## config.mk

```make
export PLATFORM = sky130hd
export DESIGN_NAME = sbct_resolve
export DESIGN_NICKNAME = d
export VERILOG_FILES = /design/src/hw/rtl/sbct_pkg.sv /design/src/hw/rtl/sbct_resolve.sv
export SDC_FILE = /design/constraint.sdc
export NUM_CORES = 2
export LEC_CHECK = 0
export BUFFER_PORTS_ARGS = -buffer_cell sky130_fd_sc_hd__buf_4
export CAP_MARGIN = 20
export CORE_MARGIN = 5
export CORE_UTILIZATION = 55
export DETAILED_ROUTE_END_ITERATION = 12
export PLACE_DENSITY = 0.76
export SKIP_LAST_GASP = 1
export SLEW_MARGIN = 40
export SYNTH_ARGS = -nofsm -noshare
export SYNTH_HDL_FRONTEND = slang
export SYNTH_SLANG_ARGS = --single-unit
```

## constraint.sdc

```tcl
create_clock -name i_clk -period 9.8 [get_ports i_clk]
set_input_delay 0.98 -clock i_clk [delete_from_list [all_inputs] [get_ports i_clk]]
set_output_delay 0.98 -clock i_clk [all_outputs]
set_load 0.05 [all_outputs]
```

## src/hw/rtl/sbct_pkg.sv

```systemverilog
package sbct_pkg;

    localparam int AXES       = 3;
    localparam int CW         = 32;   // coordinate and displacement width
    localparam int HW         = 20;   // half size register width
    localparam int GW         = 34;   // signed gap width
    localparam int MW         = 33;   // gap magnitude width
    localparam int DW         = 32;   // divisor magnitude width
    localparam int APB_AW     = 4;
    localparam int APB_DW     = 32;

    localparam logic [HW-1:0] HALF_RESET = HW'(32768);

    typedef enum logic [1:0] {
        AXIS_X = 2'd0,
        AXIS_Y = 2'd1,
        AXIS_Z = 2'd2
    } t_axis;

    typedef enum logic [1:0] {
        REG_HALF_X = 2'd0,
        REG_HALF_Y = 2'd1,
        REG_HALF_Z = 2'd2
    } t_reg_idx;

    // per-axis flags that ride along with the entry-time division
    typedef struct packed {
        logic qneg;   // quotient negative
        logic st;     // stationary axis
        logic blk;    // stationary axis without strict overlap
        logic dpos;   // displacement positive
    } t_side;

endpackage

```

## src/hw/rtl/sbct_resolve.sv

```systemverilog
module sbct_resolve
    import sbct_pkg::*;
#(
    parameter int TF = 16
) (
    input  logic               i_clk,
    input  logic [2:0]         i_en,
    input  logic [MW+TF-1:0]   i_quo_in  [AXES],
    input  logic [DW-1:0]      i_rem_in  [AXES],
    input  t_side              i_side_in [AXES],
    input  logic [MW+TF-1:0]   i_quo_out [AXES],
    input  logic [DW-1:0]      i_rem_out [AXES],
    input  logic               i_qneg_out [AXES],
    output logic               o_hit,
    output logic [TF+1:0]      o_time,
    output t_axis              o_axis,
    output logic               o_pos
);

    localparam int NW = MW + TF;
    localparam int TW = NW + 2;
    localparam logic signed [TW-1:0] ONE      = TW'(1) << TF;
    localparam logic signed [TW-1:0] FAR_NEG  = {1'b1, {(TW-1){1'b0}}};
    localparam logic signed [TW-1:0] FAR_POS  = {1'b0, {(TW-1){1'b1}}};

    function automatic logic signed [TW-1:0] floor_q(input logic [NW-1:0] quo,
                                                     input logic [DW-1:0] rem,
                                                     input logic          neg);
        logic signed [TW-1:0] mag;
        mag = TW'(quo);
        floor_q = neg ? -(mag + TW'(rem != '0)) : mag;
    endfunction

    logic signed [TW-1:0] n_tin [AXES];
    logic signed [TW-1:0] n_tout [AXES];
    logic signed [TW-1:0] r_tin [AXES];
    logic signed [TW-1:0] r_tout [AXES];
    logic [AXES-1:0]      r_blk, r_dpos;

    always_comb begin
        for (int a = 0; a < AXES; a++) begin
            n_tin[a]  = i_side_in[a].st ? FAR_NEG :
                        floor_q(i_quo_in[a], i_rem_in[a], i_side_in[a].qneg);
            n_tout[a] = i_side_in[a].st ? FAR_POS :
                        floor_q(i_quo_out[a], i_rem_out[a], i_qneg_out[a]);
        end
    end

    always_ff @(posedge i_clk) begin
        if (i_en[0]) begin
            for (int a = 0; a < AXES; a++) begin
                r_tin[a]  <= n_tin[a];
                r_tout[a] <= n_tout[a];
                r_blk[a]  <= i_side_in[a].blk;
                r_dpos[a] <= i_side_in[a].dpos;
            end
        end
    end

    // latest entry, earliest exit, contact axis with ties to x then y
    logic signed [TW-1:0] n_enter, n_leave, r_enter, r_leave;
    t_axis                n_axis, r_axis;
    logic                 r_blk_any, r_pos;

    always_comb begin
        n_enter = r_tin[0];
        if (r_tin[1] > n_enter) n_enter = r_tin[1];
        if (r_tin[2] > n_enter) n_enter = r_tin[2];
        n_leave = r_tout[0];
        if (r_tout[1] < n_leave) n_leave = r_tout[1];
        if (r_tout[2] < n_leave) n_leave = r_tout[2];
        if (r_tin[0] >= r_tin[1] && r_tin[0] >= r_tin[2]) n_axis = AXIS_X;
        else if (r_tin[1] >= r_tin[0] && r_tin[1] >= r_tin[2]) n_axis = AXIS_Y;
        else n_axis = AXIS_Z;
    end

    always_ff @(posedge i_clk) begin
        if (i_en[1]) begin
            r_enter   <= n_enter;
            r_leave   <= n_leave;
            r_axis    <= n_axis;
            r_blk_any <= |r_blk;
            r_pos     <= !r_dpos[n_axis];
        end
    end

    logic                 hit;
    logic signed [TW-1:0] t_sat;
    logic                 r_hit, r_pos_o;
    logic [TF+1:0]        r_time;
    t_axis                r_axis_o;

    always_comb begin
        hit   = !r_blk_any && (r_enter < r_leave) && (r_enter < ONE)
                && (r_leave > TW'(0));
        t_sat = (r_enter < -ONE) ? -ONE : r_enter;
    end

    always_ff @(posedge i_clk) begin
        if (i_en[2]) begin
            r_hit    <= hit;
            r_time   <= hit ? t_sat[TF+1:0] : ONE[TF+1:0];
            r_axis_o <= hit ? r_axis : AXIS_X;
            r_pos_o  <= hit && r_pos;
        end
    end

    assign o_hit  = r_hit;
    assign o_time = r_time;
    assign o_axis = r_axis_o;
    assign o_pos  = r_pos_o;

endmodule

```

==> After elaboration in Yosys (flattened, before gate mapping) <==
Memory sizes are Yosys's and may differ from the RTL's.
Cells that the tools add are included.
{ "totals": {"rom_bits": 0, "out_inout_bits": 22, "latch_bits": 0, "ramBits": 306, "wordCells": 79, "n_memories": 2, "ff_bits": 134} }
{ "mem_list": {"columns": ["name", "depth", "word_bits", "rd", "rd_clocked_by_memory_dff", "write_ports", "line_no", "text"], "rows": [
  ["r_tin", 3, 51, 3, 0, 3, "sbct_resolve.sv:36", "logic signed [TW-1:0] r_tin [AXES];"],
  ["r_tout", 3, 51, 3, 0, 3, "sbct_resolve.sv:37", "logic signed [TW-1:0] r_tout [AXES];"]
]} }
{ "op_classes": {"shift": 0, "div_mod_pow": 0, "n_addsub": 12, "mux": 23, "order_cmp": 13, "bitwise": 1, "reduce_logical": 16, "eq_ne": 0, "mul": 0} }
{ "ops": {"columns": ["cell", "count"], "rows": [
  ["2-to-1 mux 51 bit", 16],
  ["negation 50 -> 51 bit", 6],
  ["adder 49 x 1 -> 50 bit", 6],
  [">= comparator 51 bit", 4],
  ["nonzero test 32 bit", 6],
  ["less-than comparator 51 bit", 3],
  ["> comparator 51 bit", 2],
  ["> comparator 51 x 1 -> 1 bit (second input constant)", 1],
  ["less-than comparator 51 x 17 -> 1 bit (second input constant)", 1],
  ["less-than comparator 51 x 18 -> 1 bit (second input constant)", 1],
  ["2-to-1 mux 18 bit", 1],
  ["logical AND 1 bit", 6],
  ["2-to-1 mux 2 bit", 2],
  ["less-than comparator 2 x 3 -> 1 bit (second input constant)", 1],
  ["2-to-1 mux 1 bit", 3],
  ["OR reduction 3 bit", 1],
  ["binary-select mux 1 bit (select 2 bit)", 1],
  ["zero test 1 bit", 2],
  ["OR reduction 2 bit", 1],
  ["NOT 1 bit", 1]
]} }

==> Longest topological paths before layout <==
An unclocked memory read counts as a cell.
{ "logic_depth": {"ltp_word": 8, "mapped_depth": 26, "mapped_depth_nobuf": 24} }

==> Worst setup path before layout <==
No wires, ideal clock.
{ "synth_path": {"kind": "register to register", "from": "memory r_tout[0][73] (netlist name)", "to": "register r_leave[0] (data pin)", "arrival_ns": 4.871, "path_slack_ns": 4.671, "setup_ns": 0.258, "stages_incl_launch_ff": 24, "t_required_ns": 9.542, "period_less_slack_ns": 5.129, "cell_sequence": "edfxtp_1 ha_1 a21oi_1 o21ai_1 a211o_1 a311o_1 o21a_1 a211o_1 buf_6 buf_2 mux2i_1 ha_1 a21o_1 a21o_1 a211oi_1 o21bai_1 a211o_1 a21o_1 a21oi_1 nand2_1 or3_1 buf_2 buf_6 o221a_1"} }
{ "synth_lines": {"columns": ["element", "line_no", "text"], "rows": [
  ["start, declared", "sbct_resolve.sv:37", null],
  ["end signal, assigned", "sbct_resolve.sv:80", "r_leave <= n_leave;"],
  ["end, declared", "sbct_resolve.sv:61", "logic signed [TW-1:0] n_enter, n_leave, r_enter, r_leave;"]
]} }

==> out/qor.log <==
qor: synth.ys.flop_type sky130_fd_sc_hd__edfxtp_1
qor: global_route.gr-usage-all-layers 31.3%
qor: placed_design.placed_cells_incl_taps 6696
qor: floorplanning.core_region_area 83300 um2
qor: synth.async_flop_share 0%
qor: cts.cts_max_path_buffers 3
qor: synth.yosys_warnings 0
qor: final_layout.synthToLayoutAreaGrowth 14.3%
qor: sta.fin_crit_sh 77.6%
qor: placed_design.port_buffers 526
qor: cts.cts.repair.resized 0
qor: floorplanning.die_area 89600 um2
qor: synth.synth_area 46000 um2
qor: pwr.internal_power 5.22 mW
qor: pwr.share_of_total_power_in_the_clock_network 23.8%
qor: global_route.maximum_number_of_pins_on_one_net_before_global_route_repair 89
qor: routing.drt-wirelength-per-cell 21.8 um
qor: routing.vias 42600
qor: sta.final.setup_skew 38.8 ps
qor: job.timing.max_cap.violations 0
qor: sta.relSlewSlack 36.5%
qor: final_layout.layout.filler_cells 7109
qor: placed_design.hpwlAfterDp 118 mm
qor: final_layout.final_common_cell sky130_fd_sc_hd__ha_1
qor: sta.fin_setup_tns 0 ps
qor: global_route.via_count_of_the_first_global_routing_pass 40300
qor: pwr.p_leak 24.8 nW
qor: cts.clkSinkCount 440
qor: global_route.wire_length_of_the_first_global_routing_pass 225 mm
qor: floorplanning.io_pins 527
qor: synth.area_leader_netlist sky130_fd_sc_hd__edfxtp_1
qor: routing.drt-total-wl 148 mm
qor: synth.post_synth_main_area_contributors sky130_fd_sc_hd__edfxtp_1 (29%), sky130_fd_sc_hd__ha_1 (18%), sky130_fd_sc_hd__mux2i_1 (5.5%)
qor: synth.syn_inst 5250
qor: cts.path_clk_slew 70 ps
qor: pwr.netSwitchingPower 3.29 mW
qor: setup_path.critical_path.endpoint_type flip-flop
qor: placed_design.gp_congestion 1.01
qor: cts.worstSkewPairLatency 630 ps
qor: synth.synth_edf_count 440
qor: routing.first_pass_iters 6
qor: final_layout.drive_above_1_share 12.1%
qor: synth.syn_area_per_cell 8.77 um2
qor: cts.post_cts_setup_buffers 0
qor: min_path.worstHoldPathType flip-flop to flip-flop
qor: final_layout.final-instance-count-excl-fill 6792
qor: setup_path.ff2ff_setup_slack 2200 ps
qor: cts.tritoncts_clock_tree yes
qor: sta.rsz_0062_raised_after_global_routing false
qor: pwr.sw_frac_of_total 38.7%
qor: status.run_status completed
qor: min_path.hold_path_depth 1
qor: floorplanning.start_util 55.3%
qor: synth.mappedNetlistNets 6421
qor: final_layout.stdcell_area 52600 um2
qor: pwr.power_density 162 nW/um2
qor: cts.cts-root-buf sky130_fd_sc_hd__clkbuf_16
qor: sta.finalWorstPathRequiredPeriod 7600 ps
qor: sta.drv_slew 0
qor: cts.cts_buffers 50
qor: setup_path.crit_path_start_kind flip-flop
qor: cts.cts.hold.buffers_added 0
qor: pwr.irDropWorstVdd 0.121 mV
qor: pwr.overall_power_consumption 8.51 mW
qor: placed_design.placed_area 50800 um2
qor: setup_path.worst-r2r-cell-count 25
qor: synth.synth_seq_area_share 28.7%
qor: synth.synth_top_area_share 28.7%
qor: final_layout.final_nets 6840
qor: cts.htreeDepth 2
qor: sta.maxClockFrequency 132 MHz
qor: setup_path.critical_path_arrival 7930 ps
qor: setup_path.critical_path.max_fanout 32
qor: routing.post_drt_via_cell_ratio 6.28
qor: routing.antenna_left 0
qor: setup_path.worstPathRequired 10130 ps
qor: routing.drt-initial-drc-count 4572
qor: global_route.grt-ovfl-total 0
qor: sta.timing.final.hold_violations 0
qor: pwr.p_comb_share 43.0%
qor: pwr.sequentialPowerShare 33.2%
qor: final_layout.finish.utilization 63.2%
qor: synth.yosys.cell_types.count 86
qor: floorplanning.die_y 299 um
qor: sta.timing_worst_slew_pin_value 926 ps
qor: final_layout.mostFrequentLayoutCells sky130_fd_sc_hd__ha_1 (665), sky130_fd_sc_hd__inv_1 (573), sky130_fd_sc_hd__buf_4 (547), sky130_fd_sc_hd__a21oi_1 (479), sky130_fd_sc_hd__edfxtp_1 (440)
qor: synth.ff_latch_count_synth 440
qor: floorplanning.die_x_extent 299 um
qor: global_route.number_of_antenna_violations_at_the_first_check_in_global_routing 6
qor: setup_path.critical_path_class flip-flop to flip-flop
qor: routing.drc_violation_count_after_routing 0
qor: floorplanning.placement_rows 106
qor: sta.setup-violations-final 0
==> cells in the mapped netlist (35+ instances only) <==
cell and instances:
sky130_fd_sc_hd__and3_1 45, sky130_fd_sc_hd__inv_1 574, sky130_fd_sc_hd__a21oi_1 480, sky130_fd_sc_hd__edfxtp_1 440
sky130_fd_sc_hd__mux2i_1 255, sky130_fd_sc_hd__nor2b_1 50, sky130_fd_sc_hd__o21bai_1 50, sky130_fd_sc_hd__xnor2_1 152
sky130_fd_sc_hd__o211ai_1 108, sky130_fd_sc_hd__nand2b_1 61, sky130_fd_sc_hd__nand4_1 130, sky130_fd_sc_hd__a21o_1 277
sky130_fd_sc_hd__o221a_1 51, sky130_fd_sc_hd__nor4_1 80, sky130_fd_sc_hd__a211oi_1 54, sky130_fd_sc_hd__a31oi_1 45
sky130_fd_sc_hd__nand3_1 72, sky130_fd_sc_hd__ha_1 666, sky130_fd_sc_hd__nor2_1 315, sky130_fd_sc_hd__o21ai_0 268
sky130_fd_sc_hd__xor2_1 97, sky130_fd_sc_hd__nor3_1 64, sky130_fd_sc_hd__nand2_1 351, sky130_fd_sc_hd__clkbuf_1 143
sky130_fd_sc_hd__o21a_1 35
==> critical path: stages, from the launching register on <==
cell                       delay [ps]
sky130_fd_sc_hd__edfxtp_1         380
sky130_fd_sc_hd__inv_1             60
sky130_fd_sc_hd__ha_1             300
sky130_fd_sc_hd__a21o_1           180
sky130_fd_sc_hd__a21o_1           160
sky130_fd_sc_hd__a21oi_1          130
sky130_fd_sc_hd__o21ai_0          170
sky130_fd_sc_hd__o21ai_0          450
sky130_fd_sc_hd__a41oi_1          190
sky130_fd_sc_hd__o32ai_1          310
sky130_fd_sc_hd__o21ai_1          170
sky130_fd_sc_hd__nand2_2          550
sky130_fd_sc_hd__buf_4            620
sky130_fd_sc_hd__mux2i_1          200
sky130_fd_sc_hd__ha_1             390
sky130_fd_sc_hd__nand3_1          140
sky130_fd_sc_hd__nor3_1           400
sky130_fd_sc_hd__nand4_1          230
sky130_fd_sc_hd__nor2_1           330
sky130_fd_sc_hd__o21ai_0          140
sky130_fd_sc_hd__a31oi_1          280
sky130_fd_sc_hd__a211oi_1         100
sky130_fd_sc_hd__xnor2_1          190
sky130_fd_sc_hd__a31oi_4          490
sky130_fd_sc_hd__buf_4            530
sky130_fd_sc_hd__mux2i_1          150
==> area by class of cell <==
| class | count | area [um2] | area share, % |
|---|---|---|---|
| Multi-Input combinational cell | 4047 | 29900 | 56.9 |
| Sequential cell | 440 | 13200 | 25.1 |
| Timing Repair Buffer | 554 | 4180 | 7.95 |
| Inverter | 576 | 2160 | 4.11 |
| Tap cell | 1080 | 1350 | 2.57 |
| Clock buffer | 55 | 1290 | 2.45 |
| Clock inverter | 37 | 464 | 0.882 |
| Antenna cell | 3 | 7.51 | 0.0143 |
==> layer usage <==
layer	vias up	GRT usage, %	share of wire (%)	routed length (um)
li1	20400	-	-	-
met1	20100	43.6	42	62200
met2	1862	50.0	45	66300
met3	282	6.03	10	14800
met4	4	8.93	3.3	4820
met5	-	0	0.022	33
==> stage by stage <==
| step | hold WS [ps] | setup WS [ps] |
|---|---|---|
| 2_1_floorplan | 475 | 4670 |
| 3_3_place_gp | 517 | 2600 |
| 3_5_place_dp | 501 | 2470 |
| 4_1_cts | 512 | 2400 |
| 5_1_grt | 525 | 1900 |
| 6_report | 527 | 2200 |
==> kinds of logic (layout without fill, tap and decap cells) <==
logic type	after synthesis	after routing	synth area share [%]
compound gates	1597	1597	22.6
simple gates	1276	1276	13.7
buf+inv	763	1222	6.44
fa+ha+maj	666	666	18.1
flops	440	440	28.7
mux	259	259	5.67
xor+xnor	249	249	4.74
other cells	0	3	0
==> state kept, by name, indices dropped and copies added, names as in the netlist <==
signal	count
r_tin	153
r_tout	153
r_enter	51
r_leave	51
o_time	18
r_blk	3
r_dpos	3
o_axis	2
r_axis	2
o_hit	1
o_pos	1
r_blk_any	1
r_pos	1
==> power by group through the flow <==
| stage | combinational (mW) | sequential [mW] | clock (mW) |
|---|---|---|---|
| floorplan | 2.56 | 2.65 | 0 |
| global placement | 3.46 | 2.84 | 0 |
| detailed placement | 3.55 | 2.83 | 0 |
| CTS | 3.58 | 2.80 | 2.05 |
| global route | 4.02 | 2.82 | 2.12 |
| finish | 3.66 | 2.82 | 2.03 |
==> worst paths after layout <==
check,startpoint,to
min reg2reg,r_blk[2],r_blk_any
max reg2reg,r_tin[0][8],r_enter[31]
max,r_tin[0][8],r_enter[31]
min,r_blk[2],r_blk_any
(Power assumes the default switching activity.)
