<file path="src/hw/rtl/sbct_pkg.sv">
package sbct_pkg;

    localparam int AXES       = 3;
    localparam int CW         = 32;   // coordinate and displacement width
    localparam int HW         = 20;   // half size register width
    localparam int GW         = 34;   // signed gap width
    localparam int MW         = 33;   // gap magnitude width
    localparam int DW         = 32;   // divisor magnitude width
    localparam int APB_AW     = 4;
    localparam int APB_DW     = 32;

    localparam logic [HW-1:0] HALF_RESET = HW'(32768);

    typedef enum logic [1:0] {
        AXIS_X = 2'd0,
        AXIS_Y = 2'd1,
        AXIS_Z = 2'd2
    } t_axis;

    typedef enum logic [1:0] {
        REG_HALF_X = 2'd0,
        REG_HALF_Y = 2'd1,
        REG_HALF_Z = 2'd2
    } t_reg_idx;

    // per-axis flags that ride along with the entry-time division
    typedef struct packed {
        logic qneg;   // quotient negative
        logic st;     // stationary axis
        logic blk;    // stationary axis without strict overlap
        logic dpos;   // displacement positive
    } t_side;

endpackage

</file>
<file path="src/hw/rtl/sbct_front.sv">
module sbct_front
    import sbct_pkg::*;
#(
    parameter int TF = 16
) (
    input  logic                 i_clk,
    input  logic [1:0]           i_en,
    input  logic signed [CW-1:0] i_center,
    input  logic signed [CW-1:0] i_disp,
    input  logic signed [CW-1:0] i_smin,
    input  logic signed [CW-1:0] i_smax,
    input  logic [HW-1:0]        i_half,
    output logic [MW+TF-1:0]     o_num_in,
    output logic [MW+TF-1:0]     o_num_out,
    output logic [DW-1:0]        o_den,
    output t_side                o_side_in,
    output logic                 o_qneg_out
);

    localparam int NW = MW + TF;

    logic signed [GW-1:0] c_e, h_e, n_ga, n_gb;
    logic signed [GW-1:0] r_ga, r_gb;
    logic signed [CW-1:0] r_d;

    logic                 dpos, st, blk;
    logic signed [GW-1:0] gin, gout, ain, aout;
    logic [NW-1:0]        n_num_in, n_num_out;
    logic [DW-1:0]        n_den;
    t_side                n_side_in;
    logic                 n_qneg_out;

    logic [NW-1:0] r_num_in, r_num_out;
    logic [DW-1:0] r_den;
    t_side         r_side_in;
    logic          r_qneg_out;

    // gap from the mover's max face to the static min face (ga) and from its min face to the static max face (gb)
    always_comb begin
        c_e  = GW'(i_center);
        h_e  = GW'(i_half);
        n_ga = GW'(i_smin) - (c_e + h_e);
        n_gb = GW'(i_smax) - (c_e - h_e);
    end

    always_ff @(posedge i_clk) begin
        if (i_en[0]) begin
            r_ga <= n_ga;
            r_gb <= n_gb;
            r_d  <= i_disp;
        end
    end

    always_comb begin
        dpos = !r_d[CW-1] && (r_d != '0);
        st   = (r_d == '0);
        blk  = !r_ga[GW-1] || r_gb[GW-1] || (r_gb == '0);
        gin  = dpos ? r_ga : r_gb;
        gout = dpos ? r_gb : r_ga;
        ain  = gin[GW-1] ? -gin : gin;
        aout = gout[GW-1] ? -gout : gout;
        n_num_in  = {ain[MW-1:0], {TF{1'b0}}};
        n_num_out = {aout[MW-1:0], {TF{1'b0}}};
        n_den     = r_d[CW-1] ? DW'(-r_d) : DW'(r_d);
        n_side_in.qneg = gin[GW-1] ^ r_d[CW-1];
        n_side_in.st   = st;
        n_side_in.blk  = st && blk;
        n_side_in.dpos = dpos;
        n_qneg_out     = gout[GW-1] ^ r_d[CW-1];
    end

    always_ff @(posedge i_clk) begin
        if (i_en[1]) begin
            r_num_in   <= n_num_in;
            r_num_out  <= n_num_out;
            r_den      <= n_den;
            r_side_in  <= n_side_in;
            r_qneg_out <= n_qneg_out;
        end
    end

    assign o_num_in   = r_num_in;
    assign o_num_out  = r_num_out;
    assign o_den      = r_den;
    assign o_side_in  = r_side_in;
    assign o_qneg_out = r_qneg_out;

endmodule

</file>
<file path="config.mk">
export PLATFORM = sky130hd
export DESIGN_NAME = sbct_front
export DESIGN_NICKNAME = d
export VERILOG_FILES = /design/src/hw/rtl/sbct_pkg.sv /design/src/hw/rtl/sbct_front.sv
export SDC_FILE = /design/constraint.sdc
export NUM_CORES = 1
export LEC_CHECK = 0
export ABC_CLOCK_PERIOD_IN_PS = 7600
export BUFFER_PORTS_ARGS = -buffer_cell sky130_fd_sc_hd__buf_2
export CAP_MARGIN = 20
export CORE_MARGIN = 4
export CORE_UTILIZATION = 50
export CTS_CLUSTER_DIAMETER = 40
export DETAILED_ROUTE_END_ITERATION = 10
export GPL_ROUTABILITY_DRIVEN = 0
export GPL_TIMING_DRIVEN = 0
export PLACE_DENSITY_LB_ADDON = 0.3
export SLEW_MARGIN = 20
export SYNTH_ARGS = -nofsm -noshare
export SYNTH_HDL_FRONTEND = slang
export SYNTH_SLANG_ARGS = --single-unit
</file>
<file path="constraint.sdc">
create_clock -name i_clk -period 7.6 [get_ports i_clk]
set_input_delay 1.14 -clock i_clk [delete_from_list [all_inputs] [get_ports i_clk]]
set_output_delay 1.14 -clock i_clk [all_outputs]
set_load 0.02 [all_outputs]
</file>
After elaboration in Yosys (flattened, before gate mapping). Cells that the tools add are included. W data, S select, Z words.

Muxes and demuxes: 5. Eq/ne operators: 0. Reductions and logical operators: 9. $mul: 0. Bitwise operators: 2. Shifts and indexed selects: 0. Magnitude comparators: 0. Div/mod/pow operators: 0. $add $sub $neg: 7.

Operators with widths (number): $mux W34 (2); $sub A32 B33 Y34 (2); $mux W33 (2); $neg A33 Y33 (2); $logic_not A34 Y1 (1); $add A32 B21 Y33 (1); $sub A32 B21 Y33 (1); $logic_not A32 Y1 (1); $neg A32 Y32 (1); $reduce_bool A32 Y1 (1); $mux W31 (1); $logic_and A1 B1 Y1 (2); $logic_not A1 Y1 (2); $logic_or A1 B1 Y1 (2); $xor A1 B1 Y1 (2).

Latch bits: 0. Memories: 0. Output and inout port bits: 135. Bits in writable memories: 0. Input bits: 151. Word-level logic and storage cells: 35. Register bits: 203. ROM bits: 0.

Depth between registers and ports, before layout. Gate-level depths: netlist of the first run.

Depth after elaboration: 5. Mapped depth: 20. Gate-level depth less buffers: 15.

Worst setup path before layout of the first run. Ideal clock, no wire load.

Path type: input to register. Start: input port i_smax[13]. End: register r_gb[32] (data pin). Arrival time: 4182 ps. Data required time: 7405 ps. Slack: 3223 ps. Stages: 13. Path buffers: 0. Setup time: 195 ps. Cells stage by stage: inv_1 fa_1 inv_1 ha_1 a211oi_1 nand2_1 or3_1 o31a_1 o41a_1 a2111o_1 a211o_1 a211o_1 o311ai_0.

Cells in the longest elaborated chain, start to end: 1.

RTL lines: start: declaration (line sbct_front.sv:11) `input logic signed [CW-1:0] i_smax,`; $sub A32 B33 Y34 (line sbct_front.sv:43) `n_gb = GW'(i_smax) - (c_e - h_e);`; net n_gb[32] (line sbct_front.sv:22) `logic signed [GW-1:0] c_e, h_e, n_ga, n_gb;`; end signal: assignment (line sbct_front.sv:49) `r_gb <= n_gb;`; end: declaration (line sbct_front.sv:23) `logic signed [GW-1:0] r_ga, r_gb;`.

The timed path passes the listed nets, and every way through them passes these cells. A chain may end at the register's enable or synchronous reset.

Worst setup path after layout of the first run.
Start: register r_d[0]. End: register r_num_out[48] (netlist: o_num_out[48]) (data pin).

Cells in the longest elaborated chain, start to end: 5.

RTL lines: start: declaration (line sbct_front.sv:24) `logic signed [CW-1:0] r_d;`; start signal: assignment (line sbct_front.sv:50) `r_d <= i_disp;`; $reduce_bool A32 Y1 * (line sbct_front.sv:55) `dpos = !r_d[CW-1] && (r_d != '0);`; $logic_and A1 B1 Y1 * (line sbct_front.sv:55); net dpos (line sbct_front.sv:26) `logic dpos, st, blk;`; $mux W34 * (line sbct_front.sv:59) `gout = dpos ? r_gb : r_ga;`; $neg A33 Y33 (line sbct_front.sv:61) `aout = gout[GW-1] ? -gout : gout;`; $mux W33 * (line sbct_front.sv:61); net aout[32] (line sbct_front.sv:27) `logic signed [GW-1:0] gin, gout, ain, aout;`; end signal: assignment (line sbct_front.sv:75) `r_num_out <= n_num_out;`; end: declaration (line sbct_front.sv:33) `logic [NW-1:0] r_num_in, r_num_out;`.

Mark *: on every way through the listed nets, which the timed path passes. The rest lies on a longest branch.

==> impl_metrics.yaml, run 1 <==
power_and_ir_drop:
  ir_worst_vdd_uv: 193
  power.share.switching_pct: 35.8
  share_clk_of_total_power_pct: 26.7
  pwr_density_cell_nw_per_um2: 260
  power.static_leakage_nw: 7.90
  combPwrFrac_pct: 35.0
  p_int_w: 0.00296
  share_seq_of_total_power_pct: 38.3
  netSwitchingPower_w: 0.00165
setup_path:
  setup.worst_path.end: "o_num_out[48]"
  end_kind: "register"
  worstReg2RegEnd: "o_num_out[48]"
  critPathRequiredTime_ns: 7.86
  reg2reg_depth: 20
  setup.worst_path.start: "r_d[0]"
  reg2reg_slack_ns: 2.01
  cp_max_fo: 10
  reg2reg_from: "r_d[0]"
  start_kind: "register"
  worst_ep_arrival_time_ns: 5.85
  crit_type: "register to register"
logic_synthesis:
  yosys_warnings: 0
  post-synth-top-area-fraction_pct: 40.8
  syn_inst: 1466
  yosys.cell_types.count: 73
  synth_enable_flop_cells: 203
  synth_area_leader_cell: "sky130_fd_sc_hd__edfxtp_1"
  syn-mean-instance-area_um2: 10.2
  netlist_top_cells_area: "sky130_fd_sc_hd__edfxtp_1, sky130_fd_sc_hd__ha_1, sky130_fd_sc_hd__xnor2_1"
  post-synth-top-count-cell: "sky130_fd_sc_hd__edfxtp_1"
  async_reset_ff_share_pct: 0
  dominantRegCellSynth: "sky130_fd_sc_hd__edfxtp_1"
  ys_ff_latch: 203
  synth_seq_area_share_pct: 40.8
  most_frequent_cells_after_synthesis: "sky130_fd_sc_hd__edfxtp_1, sky130_fd_sc_hd__inv_1, sky130_fd_sc_hd__xnor2_1"
  netlist_area_um2: 15000
sta:
  timing.final.crit_share_pct: 73.6
  totalNegativeSetupSlack_ns: 0
  hold_violations: 0
  actual_transition_at_the_worst_max_transition_pin_ns: 1.18
  period_minus_slack_ns: 5.59
  clock.fmax_mhz: 179
  finalClockSkew_ns: 0.0111
  report.final.setup_viol: 0
  rsz0062_at_grt: "false"
  maxSlewViolCount: 0
  rel_slew_slack_pct: 19.0
detailed_routing:
  post_drt_via_cell_ratio: 5.53
  detail_route.wirelength_um: 38100
  detailroute.via_count: 12100
  count_of_tritonroute_iterations_in_the_first_routing_pass: 8
  detail_route.drc_violations: 0
  detail_route.wl_per_cell_um: 17.4
  number_of_drc_violations_after_detailed_routing_iteration_0: 1235
  drt.antenna.violating_nets: 0
die:
  die_h_um: 181
  die_width_um: 181
  floorplan.die_area_um2: 32700
  floorplan.core_area_um2: 29600
  floorplan.initialDensity_pct: 50.6
  top_level_ports: 286
  num_rows: 63
cts:
  clkSinkCount: 203
  clk_latency_ns: 0.52
  cts-hold-fix-buffers: 0
  cts_max_level: 1
  cts_max_path_buffers: 3
  clk_slew_on_worst_s_h_paths_ns: 0.06
  post_cts.repair.setup_buffers: 0
  clockRootBuffer: "sky130_fd_sc_hd__clkbuf_16"
  number_of_buffers_created_by_cts: 26
  cts_resized: 0
  cts_tree: "yes"
global_routing:
  grt_max_degree: 85
  grt_remaining_overflow: 0
  grt_antenna_before_repair: 1
  vias_in_the_first_global_route: 11800
  track_usage_pct: 22.1
  first_pass_grt_wire_length_um: 59800
placed_design:
  place_area_um2: 16900
  hpwlAfterDp_um: 30400
  numPortBuffers: 253
finish:
  num-nets-final: 2068
  design_area_um2: 17800
  area_growth_pct: 18.9
  utilization_pct: 60.1
  final.fill_count: 2533
  num_antenna_cells: 0
  ratio_of_cells_with_drive_above_1_in_the_final_layout_pct: 20.6
run:
  drv_cap: 0
status:
  status: "finished, final reports clean"
worst_hold_path:
  hp-class: "register to register"
cell usage in the layout (no fill, tap or decap), types with 33 or more instances in the layout:
cell type	synthesis	routed
sky130_fd_sc_hd__a21o_1	36	36
sky130_fd_sc_hd__a21oi_1	86	86
sky130_fd_sc_hd__buf_2	12	263
sky130_fd_sc_hd__buf_4	35	35
sky130_fd_sc_hd__edfxtp_1	203	203
sky130_fd_sc_hd__fa_1	40	40
sky130_fd_sc_hd__ha_1	97	97
sky130_fd_sc_hd__inv_1	173	173
sky130_fd_sc_hd__mux2i_1	75	75
sky130_fd_sc_hd__nand2_1	99	99
sky130_fd_sc_hd__nor2_1	94	94
sky130_fd_sc_hd__nor3_1	33	33
sky130_fd_sc_hd__o21ai_0	64	64
sky130_fd_sc_hd__xnor2_1	106	106
sky130_fd_sc_hd__xor2_1	41	41
per-stage QoR:
| step | total power, W | instances | hold WS, ns | setup WS, ns |
|---|---|---|---|---|
| 3_5_place_dp | 0.00338 | 2142 | 0.519 | 2.19 |
| 2_1_floorplan | 0.00284 | 1497 | 0.477 | 3.22 |
| 3_3_place_gp | 0.00334 | 2140 | 0.499 | 2.20 |
| 4_1_cts | 0.00462 | 2189 | 0.540 | 2.14 |
| 6_report | 0.00461 | 2189 | 0.541 | 2.01 |
| 5_1_grt | 0.00486 | 2189 | 0.555 | 1.85 |
layout make-up:
| type | count | area [um^2] | area share [%] |
|---|---|---|---|
| buffer | 69 | 413 | 2.32 |
| multi-input combinational | 1051 | 7910 | 44.5 |
| inverter | 174 | 658 | 3.70 |
| sequential | 203 | 6100 | 34.3 |
| timing repair buffer | 255 | 1330 | 7.50 |
| tap | 390 | 488 | 2.74 |
| clock buffer | 30 | 687 | 3.86 |
| clock inverter | 17 | 196 | 1.10 |
state kept, by name, summed over array words and instances, names as in the netlist:
register,count
o_qneg_out,1
o_num_in,33
o_num_out,33
r_ga,34
r_gb,34
o_side_in,4
o_den,32
r_d,32
worst max-delay path, stage by stage, from the launching register on:
cell and delay (ns):
sky130_fd_sc_hd__edfxtp_1 0.44, sky130_fd_sc_hd__inv_1 0.10, sky130_fd_sc_hd__ha_1 0.16, sky130_fd_sc_hd__or3b_2 0.51
sky130_fd_sc_hd__nor4_2 0.39, sky130_fd_sc_hd__a31o_1 0.24, sky130_fd_sc_hd__buf_6 0.18, sky130_fd_sc_hd__inv_6 0.07
sky130_fd_sc_hd__clkbuf_1 0.25, sky130_fd_sc_hd__clkbuf_1 0.34, sky130_fd_sc_hd__buf_1 0.39, sky130_fd_sc_hd__buf_2 0.34
sky130_fd_sc_hd__nand2_1 0.10, sky130_fd_sc_hd__nand2_1 0.06, sky130_fd_sc_hd__inv_1 0.06, sky130_fd_sc_hd__ha_1 0.22
sky130_fd_sc_hd__nor4b_2 0.52, sky130_fd_sc_hd__and4_1 0.38, sky130_fd_sc_hd__nor2b_1 0.26, sky130_fd_sc_hd__a21oi_1 0.12
sky130_fd_sc_hd__xnor2_1 0.17
power by group through the flow:
stage,Sequential (W),Combinational (W),Clock (W)
2_1_floorplan,0.00187,0.000971,0
3_3_place_gp,0.00177,0.00157,0
3_5_place_dp,0.00178,0.00160,0
4_1_cts,0.00176,0.00161,0.00126
5_1_grt,0.00179,0.00177,0.00130
6_report,0.00177,0.00162,0.00123
how the worst min path moves through the flow:
stage	from	endpoint	slack, ns	cells after the start
floorplan	r_d[0]	o_den[0]	0.48	0
detailed placement	r_d[0]	o_den[0]	0.52	0
global route	r_d[0]	o_den[0]	0.55	0
CTS	r_d[0]	o_den[0]	0.54	0
finish	r_d[0]	o_den[0]	0.54	0
global placement	r_d[0]	o_den[0]	0.50	0
routing by layer:
metal	GRT usage (%)	vias up	wire length [um]	part of all wire, %
met5	0	-	17	0.045
met4	8.71	2	1460	3.8
met3	2.86	119	3110	8.2
met2	36.2	618	17300	45
met1	30.0	5586	16200	43
li1	-	5778	-	-
logic make-up after synthesis:
family                   after synthesis  synth area share [%]
AND/OR/NAND/NOR                      365                  12.2
AO/OA/AOI/OAI                        293                  12.6
buffers and inverters                243                  7.16
flip-flops                           203                  40.8
XOR/XNOR                             147                  8.61
adder cells (fa/ha/maj)              137                  13.5
multiplexers                          77                  5.19
other                                  1                0.0251
(Power assumes the default switching activity.)
==> inputs of run 2 (changes only) <==
- ABC_CLOCK_PERIOD_IN_PS: 7600 -> 5750
- clock period: 7.6 -> 5.75 ns (I/O delays scaled with it)
==> run 2 against run 1 <==
Sequential cell count unchanged. Worst setup slack got worse by 1.7 ns. Non-clock buffer count is the same. First-iteration DRC count is 8.6% higher. Worst hold slack got worse by 0.026 ns. Combinational power grew 31%. Via count hardly changed. Highest routed layer unchanged. Global-route usage barely moved. Maximum frequency rose by 2.6%. Total power is 32% higher. Critical path depth unchanged. Final cell count unchanged. Largest power group unchanged.
==> impl_metrics.yaml, run 2 (synthesized netlist as in run 1, its figures left out) <==
sta:
  period_minus_slack_ns: 5.45
  totalNegativeSetupSlack_ns: 0
  setup_ws_ns: 0.300
  report.final.setup_viol: 0
  finalClockSkew_ns: 0.0108
  maxSlewViolCount: 0
  clock.fmax_mhz: 183
  rsz0062_at_grt: "false"
  timing.final.crit_share_pct: 94.8
  actual_transition_at_the_worst_max_transition_pin_ns: 1.10
  rel_slew_slack_pct: 24.2
  hold_violations: 0
worst_hold_path:
  hp-class: "primary input to register"
global_routing:
  grt_remaining_overflow: 0
  vias_in_the_first_global_route: 11800
  track_usage_pct: 22.1
  grt_antenna_before_repair: 1
  first_pass_grt_wire_length_um: 59800
  grt_max_degree: 85
setup_path:
  cell_with_the_largest_stage_delay_on_the_worst_path: "sky130_fd_sc_hd__or3b_2"
  reg2reg_slack_ns: 0.30
  worstPathCellList: "inv_1 > ha_1 > or3b_2 > nor4_2 > a31o_1 > buf_6 > inv_6 > clkbuf_1 > clkbuf_1 > buf_1 > buf_2 > nand2_1 > nand2_1 > inv_1 > ha_1 > nor4b_4 > and4_1 > nor2b_1 > a21oi_1 > xnor2_1"
  worst_ep_arrival_time_ns: 5.71
  end_kind: "register"
  critPathMaxStageDelay_ns: 0.51
  cp_top_family: "simple AND/OR/NAND/NOR gates"
  critPathRequiredTime_ns: 6.01
  cp_max_fo: 10
  cp_num_buf_inv: 8
  start_kind: "register"
  crit_type: "register to register"
detailed_routing:
  detail_route.wirelength_um: 38100
  detailroute.via_count: 12100
  number_of_drc_violations_after_detailed_routing_iteration_0: 1341
  count_of_tritonroute_iterations_in_the_first_routing_pass: 8
  post_drt_via_cell_ratio: 5.52
  detail_route.wl_per_cell_um: 17.4
  drt.antenna.violating_nets: 0
  detail_route.drc_violations: 0
placed_design:
  place_area_um2: 16900
  dpl.cell_count: 2142
  hpwlAfterDp_um: 30400
  numPortBuffers: 253
  place_ws_ns: 0.342
power_and_ir_drop:
  pwr_density_cell_nw_per_um2: 343
  design_power_total_w: 0.00610
  ir_worst_vdd_uv: 256
  power.static_leakage_nw: 7.91
finish:
  reg.largest.list: "r_ga x34, r_gb x34"
  final.fill_count: 2534
  design_area_um2: 17800
  num_antenna_cells: 0
  area_growth_pct: 18.9
  ratio_of_cells_with_drive_above_1_in_the_final_layout_pct: 20.6
  layout.cells.most_common_list: "sky130_fd_sc_hd__buf_2, sky130_fd_sc_hd__edfxtp_1, sky130_fd_sc_hd__inv_1, sky130_fd_sc_hd__xnor2_1, sky130_fd_sc_hd__nand2_1"
  fin_cells: 2189
  num-nets-final: 2068
  mostFrequentLayoutCell: "sky130_fd_sc_hd__buf_2"
cts:
  clkSinkCount: 203
  clk_latency_ns: 0.52
  cts_resized: 0
  clk_slew_on_worst_s_h_paths_ns: 0.06
  post_cts.repair.setup_buffers: 0
  cts_tree: "yes"
  cts-hold-fix-buffers: 0
  number_of_buffers_created_by_cts: 26
  clockRootBuffer: "sky130_fd_sc_hd__clkbuf_16"
  cts_max_level: 1
  cts_max_path_buffers: 3
status:
  status: "finished, final reports clean"
die:
  floorplan.initialDensity_pct: 50.6
  floorplan.core_area_um2: 29600
  die_h_um: 181
  num_rows: 63
  floorplan.die_area_um2: 32700
  die_width_um: 181
  top_level_ports: 286
run:
  drv_cap: 0
==> run 2: cell types whose count changed in the layout (fill, tap and decap cells not counted) <==
cell                      previous run  this run
sky130_fd_sc_hd__nor4b_2             1         0
sky130_fd_sc_hd__nor4b_4             0         1
==> run 2: power by group <==
group,switching (W),internal [W],total (W)
Sequential,0.000266,0.00207,0.00234
Combinational,0.00130,0.000838,0.00213
Clock,0.000622,0.00100,0.00163
Total,0.00218,0.00392,0.00610
==> run 2: path summary, 6_finish.rpt <==
path / startpoint / to / depth (start not counted)
max: r_d[0] / o_num_out[48] / 20
min reg2reg: r_d[0] / o_den[0] / 0
max reg2reg: r_d[0] / o_num_out[48] / 20
min: i_disp[9] / r_d[9] / 1
==> run 2: metrics by stage <==
step	util, %	hold WS (ns)
final	60.2	0.515
after CTS	60.1	0.493
after floorplan	-	0.477
after global routing	60.2	0.494
after detailed placement	57.2	0.519
after global placement	56.9	0.499
==> run 2: layer usage <==
metal  vias to the layer above  track usage (%)  wire [um]
met5                         -                0         17
met4                         2             8.65       1450
met3                       129             2.88       3070
met2                       631             36.3      17300
met1                      5554             30.1      16200
li1                       5778                -          -
==> run 2: layout make-up <==
class | count | area, um^2 | share of cell area (%)
buffer | 69 | 413 | 2.32
clock buffer | 30 | 687 | 3.86
clock inverter | 17 | 196 | 1.10
inverter | 174 | 658 | 3.70
multi-input combinational | 1051 | 7920 | 44.5
sequential | 203 | 6100 | 34.3
tap | 390 | 488 | 2.74
timing repair buffer | 255 | 1330 | 7.50
